<file path="src/design/gcts_pkg.sv">
// ---------------------------------------------------------------------------
// gcts_pkg
// Shared types and constants of the Gaussian-process trajectory sampler.
// ---------------------------------------------------------------------------
`default_nettype none

package gcts_pkg;

	localparam int MAX_STEPS_DEF = 16;

	localparam logic [39:0] NOISE_Q30  = 40'd1073742;
	localparam logic [31:0] EXP_M1_Q30 = 32'd395007542;
	localparam logic [31:0] ONE_Q30    = 32'h4000_0000;
	localparam logic [31:0] Q30_MAX    = 32'h7fff_ffff;
	localparam logic [31:0] Q30_MIN    = 32'h8000_0000;
	localparam logic [47:0] EXP_CUT    = 48'h16_0000;
	localparam logic [3:0]  TAYLOR_N   = 4'd12;

	localparam logic [23:0] SHARP_RST = 24'd65536;
	localparam logic [23:0] SCALE_RST = 24'd65536;
	localparam logic [23:0] DT_RST    = 24'd6554;
	localparam logic [4:0]  STEPS_RST = 5'd16;

	typedef enum logic [1:0] {
		REG_SHARP = 2'd0,
		REG_SCALE = 2'd1,
		REG_DT    = 2'd2,
		REG_STEPS = 2'd3
	} reg_idx_t;

	typedef enum logic {
		OP_BUILD  = 1'b0,
		OP_SAMPLE = 1'b1
	} op_t;

	typedef enum logic [1:0] {
		STS_OK     = 2'd0,
		STS_NPD    = 2'd1,
		STS_NOFACT = 2'd2
	} status_t;

	typedef struct packed {
		logic [23:0] sharp;
		logic [23:0] scale;
		logic [23:0] dt;
		logic [4:0]  steps;
	} cfg_t;

	typedef struct packed {
		logic [31:0] value;
		logic [3:0]  step;
		logic        last;
		status_t     status;
	} res_t;

	typedef struct packed {
		logic        start;
		logic        is_sqrt;
		logic [63:0] dividend;
		logic [39:0] divisor;
	} ds_req_t;

	typedef enum logic [5:0] {
		S_IDLE, S_SMP, S_SFIN, S_DONE,
		S_H, S_HW,
		S_ED, S_EDD, S_EX, S_EAL, S_EAH, S_EXX,
		S_ET1, S_ET2, S_ET3, S_EW1, S_EW2, S_EWR,
		S_CR1, S_CR2, S_CR3, S_CP, S_CPH, S_CIN, S_CC, S_CCF,
		S_CS1, S_CS2, S_CS3, S_CS4,
		S_CFIN, S_CSQ, S_CDV, S_CWR
	} seq_st_t;

endpackage

`default_nettype wire

</file>
<file path="src/design/gcts_divsqrt.sv">
// ---------------------------------------------------------------------------
// gcts_divsqrt
// Shared iterative unit: unsigned restoring division (one bit per cycle)
// or integer square root (two bits per cycle).
// ---------------------------------------------------------------------------
`default_nettype none

module gcts_divsqrt (
	input  wire                    clk,
	input  wire                    arst_n,
	input  gcts_pkg::ds_req_t      req,
	output logic                   done,
	output logic [63:0]            quo
);
	import gcts_pkg::*;

	logic        busy_q;
	logic [6:0]  cnt_q;
	logic        done_q;
	logic        sq_q;
	logic [63:0] dv_q;
	logic [63:0] quo_q;
	logic [40:0] rem_q;
	logic [39:0] dsr_q;
	logic [40:0] r1;
	logic [40:0] trial;
	logic [40:0] rem_n;
	logic        ge;

	always_comb begin
		if (sq_q) begin
			r1    = {rem_q[38:0], dv_q[63:62]};
			trial = {quo_q[38:0], 2'b01};
		end else begin
			r1    = {rem_q[39:0], dv_q[63]};
			trial = {1'b0, dsr_q};
		end
		ge    = (r1 >= trial);
		rem_n = ge ? (r1 - trial) : r1;
	end

	always_ff @(posedge clk or negedge arst_n) begin
		if (!arst_n) begin
			busy_q <= 1'b0;
			cnt_q  <= '0;
			done_q <= 1'b0;
		end else begin
			done_q <= 1'b0;
			if (req.start) begin
				busy_q <= 1'b1;
				cnt_q  <= req.is_sqrt ? 7'd32 : 7'd64;
			end else if (busy_q) begin
				cnt_q <= cnt_q - 7'd1;
				if (cnt_q == 7'd1) begin
					busy_q <= 1'b0;
					done_q <= 1'b1;
				end
			end
		end
	end

	always_ff @(posedge clk) begin
		if (req.start) begin
			sq_q  <= req.is_sqrt;
			dv_q  <= req.dividend;
			dsr_q <= req.divisor;
			rem_q <= '0;
			quo_q <= '0;
		end else if (busy_q) begin
			rem_q <= rem_n;
			quo_q <= {quo_q[62:0], ge};
			dv_q  <= sq_q ? {dv_q[61:0], 2'b00} : {dv_q[62:0], 1'b0};
		end
	end

	assign done = done_q;
	assign quo  = quo_q;

endmodule

`default_nettype wire

</file>
<file path="config.mk">
export PLATFORM = sky130hd
export DESIGN_NAME = gcts_divsqrt
export DESIGN_NICKNAME = d
export VERILOG_FILES = /design/src/design/gcts_pkg.sv /design/src/design/gcts_divsqrt.sv
export SDC_FILE = /design/constraint.sdc
export NUM_CORES = 1
export LEC_CHECK = 0
export BUFFER_PORTS_ARGS = -buffer_cell sky130_fd_sc_hd__buf_4
export CAP_MARGIN = 20
export CORE_MARGIN = 5
export CORE_UTILIZATION = 41
export CTS_BUF_LIST = sky130_fd_sc_hd__clkbuf_4 sky130_fd_sc_hd__clkbuf_8
export CTS_CLUSTER_SIZE = 30
export DETAILED_ROUTE_END_ITERATION = 12
export MAX_ROUTING_LAYER = met4
export PLACE_DENSITY = 0.69
export REMOVE_ABC_BUFFERS = 1
export SKIP_CTS_REPAIR_TIMING = 1
export SLEW_MARGIN = 20
export SYNTH_ARGS = -nofsm -noshare
export SYNTH_HDL_FRONTEND = slang
export SYNTH_SLANG_ARGS = --single-unit
</file>
<file path="constraint.sdc">
create_clock -name clk -period 5.5 [get_ports clk]
set_input_delay 1.65 -clock clk [delete_from_list [all_inputs] [get_ports clk]]
set_output_delay 1.65 -clock clk [all_outputs]
set_load 0.05 [all_outputs]
</file>
==> metrics <==
post-synthesis register bit count=218; Final ANT Viol Nets=0; hpwl dp=19870 um; 1st-pass router iterations=5; FF-to-FF End=rem_q[36]; Hold EP=rem_q[39]; number of distinct library cells after synthesis=65; Die X=181.0 um; wirelength, routed=28110 um; Critical Path Source Type=register; per-cell routed wire length=15.88 um; Leak=6.661 nW; GRT Util Overall=0.1706; H-tree levels=2; core area=28780 sq um; Final min period=4273 ps; yosys warns=0; Post-Synthesis Cells=1205; Max FO, Critical Path=38; Antenna Cells=0; Required @ worst endpoint=5960 ps; Inst Count DP=1696; vias per inst=5.199; final period utilization=0.7768; Hold Startpoint=rem_q[39]; CTS Sinks=218; EDFF count, synth=105; clock root cell=clkbuf_8; Clock Pin Slew Worst Setup and Hold Paths=60 ps; endpoints failing hold=0; worst IR drop on VDD=0.0001922 V; GP Congestion=0.9305; Slew Viols, Final=0; die area=32760 sq um; first-pass GRT wire length=45900 um; WP data arrival=4730 ps; Chip Height=181.0 um; CTS tree=done; pre-CTS setup slack=1247 ps; via count=9202; port bufs=172; nets=1506; worst slew pin tran=933.5 ps; DR iter-0 viols=425; Multi-input gate area=6152 sq um; final cell count without fillers=1770; DRC Markers=0; flop-to-flop setup slack=1230 ps; Clock Path Buffers=3; Pwr Density=441.8 nW/um^2; Worst Skew=16.23 ps; largest net degree at the start of global routing=96; Syn Area/Cell=9.950 sq um; RSZ-0062 raised after global routing=false; Fillers=2698; share of cells above drive strength 1=0.2273; R2R cell count=15; ys flop type=edfxtp_1; TNS Setup=0 ps; IO Pins=173; max_slew headroom=0.3777; Area growth, synth to finish=20.37%; Synth Cell Area=11990 sq um; max_cap viols=0; initial antenna violation count=0; register area=5464 sq um; final setup violation count=0; critical path class=reg2reg; cell row count=62; WHS Path Cells=2; Hold Path Class=reg2reg; Initial Util=0.4166; worst setup margin=1227 ps; vias in the first global route=9068; total gr overflow=0; cts bufs inserted=40; status=finished clean; Crit. End Element=register; fmax=234.1 MHz; asr flop ratio synth=0.04128; launching point of the worst reg2reg path=sq_q; Seq/Total Area, Yosys=0.4554; worst-skew pair later-pin latency=540 ps
-- worst max-delay path by stage --
stage | start | endpoint | slack, ps
after floorplan | sq_q | rem_q[1] | -2830
after global placement | sq_q | rem_q[36] | 1380
after detailed placement | sq_q | rem_q[36] | 1250
after CTS | sq_q | rem_q[36] | 1230
after global routing | sq_q | rem_q[36] | 900
final | sq_q | rem_q[36] | 1230
-- metal layers --
layer	global-route usage	part of all wire	vias to the layer above
met5	-	0	-
met3	0.05128	0.070	47
met2	0.2631	0.45	222
met4	0.04173	0.021	0
li1	-	-	4681
met1	0.2219	0.46	4252
-- power breakdown --
part	switching [mW]	total (mW)	internal, mW	leakage, nW
clock network	0.684	1.60	0.920	0.455
registers	0.150	2.10	1.95	2.06
logic	1.50	2.67	1.17	4.15
-- area by class of cell --
type	instances	area share
Tap cell	384	0.03329
Clock inverter	9	0.003814
Sequential cell	218	0.3786
Multi-Input combinational cell	891	0.4263
Inverter	15	0.003901
Timing Repair Buffer	188	0.09909
Clock buffer	65	0.05505
-- cell families (layout without fill, tap and decap cells) --
kind of cell / Yosys count / after routing / synth area share
muxes: 213 / 213 / 0.1821
AOI/OAI and AO/OA: 260 / 260 / 0.1370
DFF: 218 / 218 / 0.4554
adders and majority gates: 44 / 44 / 0.04654
and+or+nand+nor: 334 / 334 / 0.1176
xor gates and xnor gates: 40 / 40 / 0.02922
buffers and inverters: 96 / 277 / 0.03214
-- flip-flops by register name, indices dropped and copies added (netlist names) --
name    flops
dsr_q      40
done        1
cnt_q       7
sq_q        1
quo        64
rem_q      40
dv_q       64
busy_q      1
-- per-stage QoR --
| step | power, mW | hold WS (ps) | util | area, sq um |
|---|---|---|---|---|
| final | 6.376 | 486.6 | 0.5015 | 14430 |
| after global routing | 6.827 | 511.2 | 0.5015 | 14430 |
| after CTS | 6.434 | 489.6 | 0.5015 | 14430 |
| after detailed placement | 4.786 | 481.6 | 0.4720 | 13580 |
| after global placement | 4.757 | 475.1 | 0.4720 | 13580 |
| after floorplan | 4.161 | 437.4 | - | 11660 |
-- synth_stat cells, drive strengths merged (18+ instances only) --
master / count / area [sq um]
mux2i: 172 / 1722
nor2: 150 / 563.0
nand2: 113 / 424.2
edfxtp: 105 / 3153
dfxtp: 104 / 2082
o21ai: 94 / 474.2
a21oi: 64 / 324.1
clkbuf: 57 / 214.0
ha: 43 / 538.0
mux2: 41 / 461.7
a211oi: 33 / 252.7
xnor2: 27 / 236.5
buf: 24 / 115.1
a21o: 18 / 135.1
-- layout by cell type (no fill, tap or decap), types with 43 or more instances in the layout --
| cell | instances |
|---|---|
| a21oi_1 | 63 |
| edfxtp_1 | 105 |
| o21ai_0 | 93 |
| nand2_1 | 113 |
| mux2i_1 | 172 |
| dfxtp_1 | 104 |
| buf_4 | 186 |
| clkbuf_8 | 50 |
| nor2_1 | 150 |
| ha_1 | 43 |
-- critical path, stage by stage, from the launching register on --
cell      delay (ps)
edfxtp_1         390
buf_4            490
mux2i_1          310
ha_1             210
inv_1             60
fa_1             430
a211oi_1         330
nor3_1            90
o31ai_1          280
a21oi_1          210
a31o_2           320
a221oi_2         430
o31ai_1          130
xnor2_1          140
o211a_1          210
nor3_1           150
(Power assumes the default switching activity.)
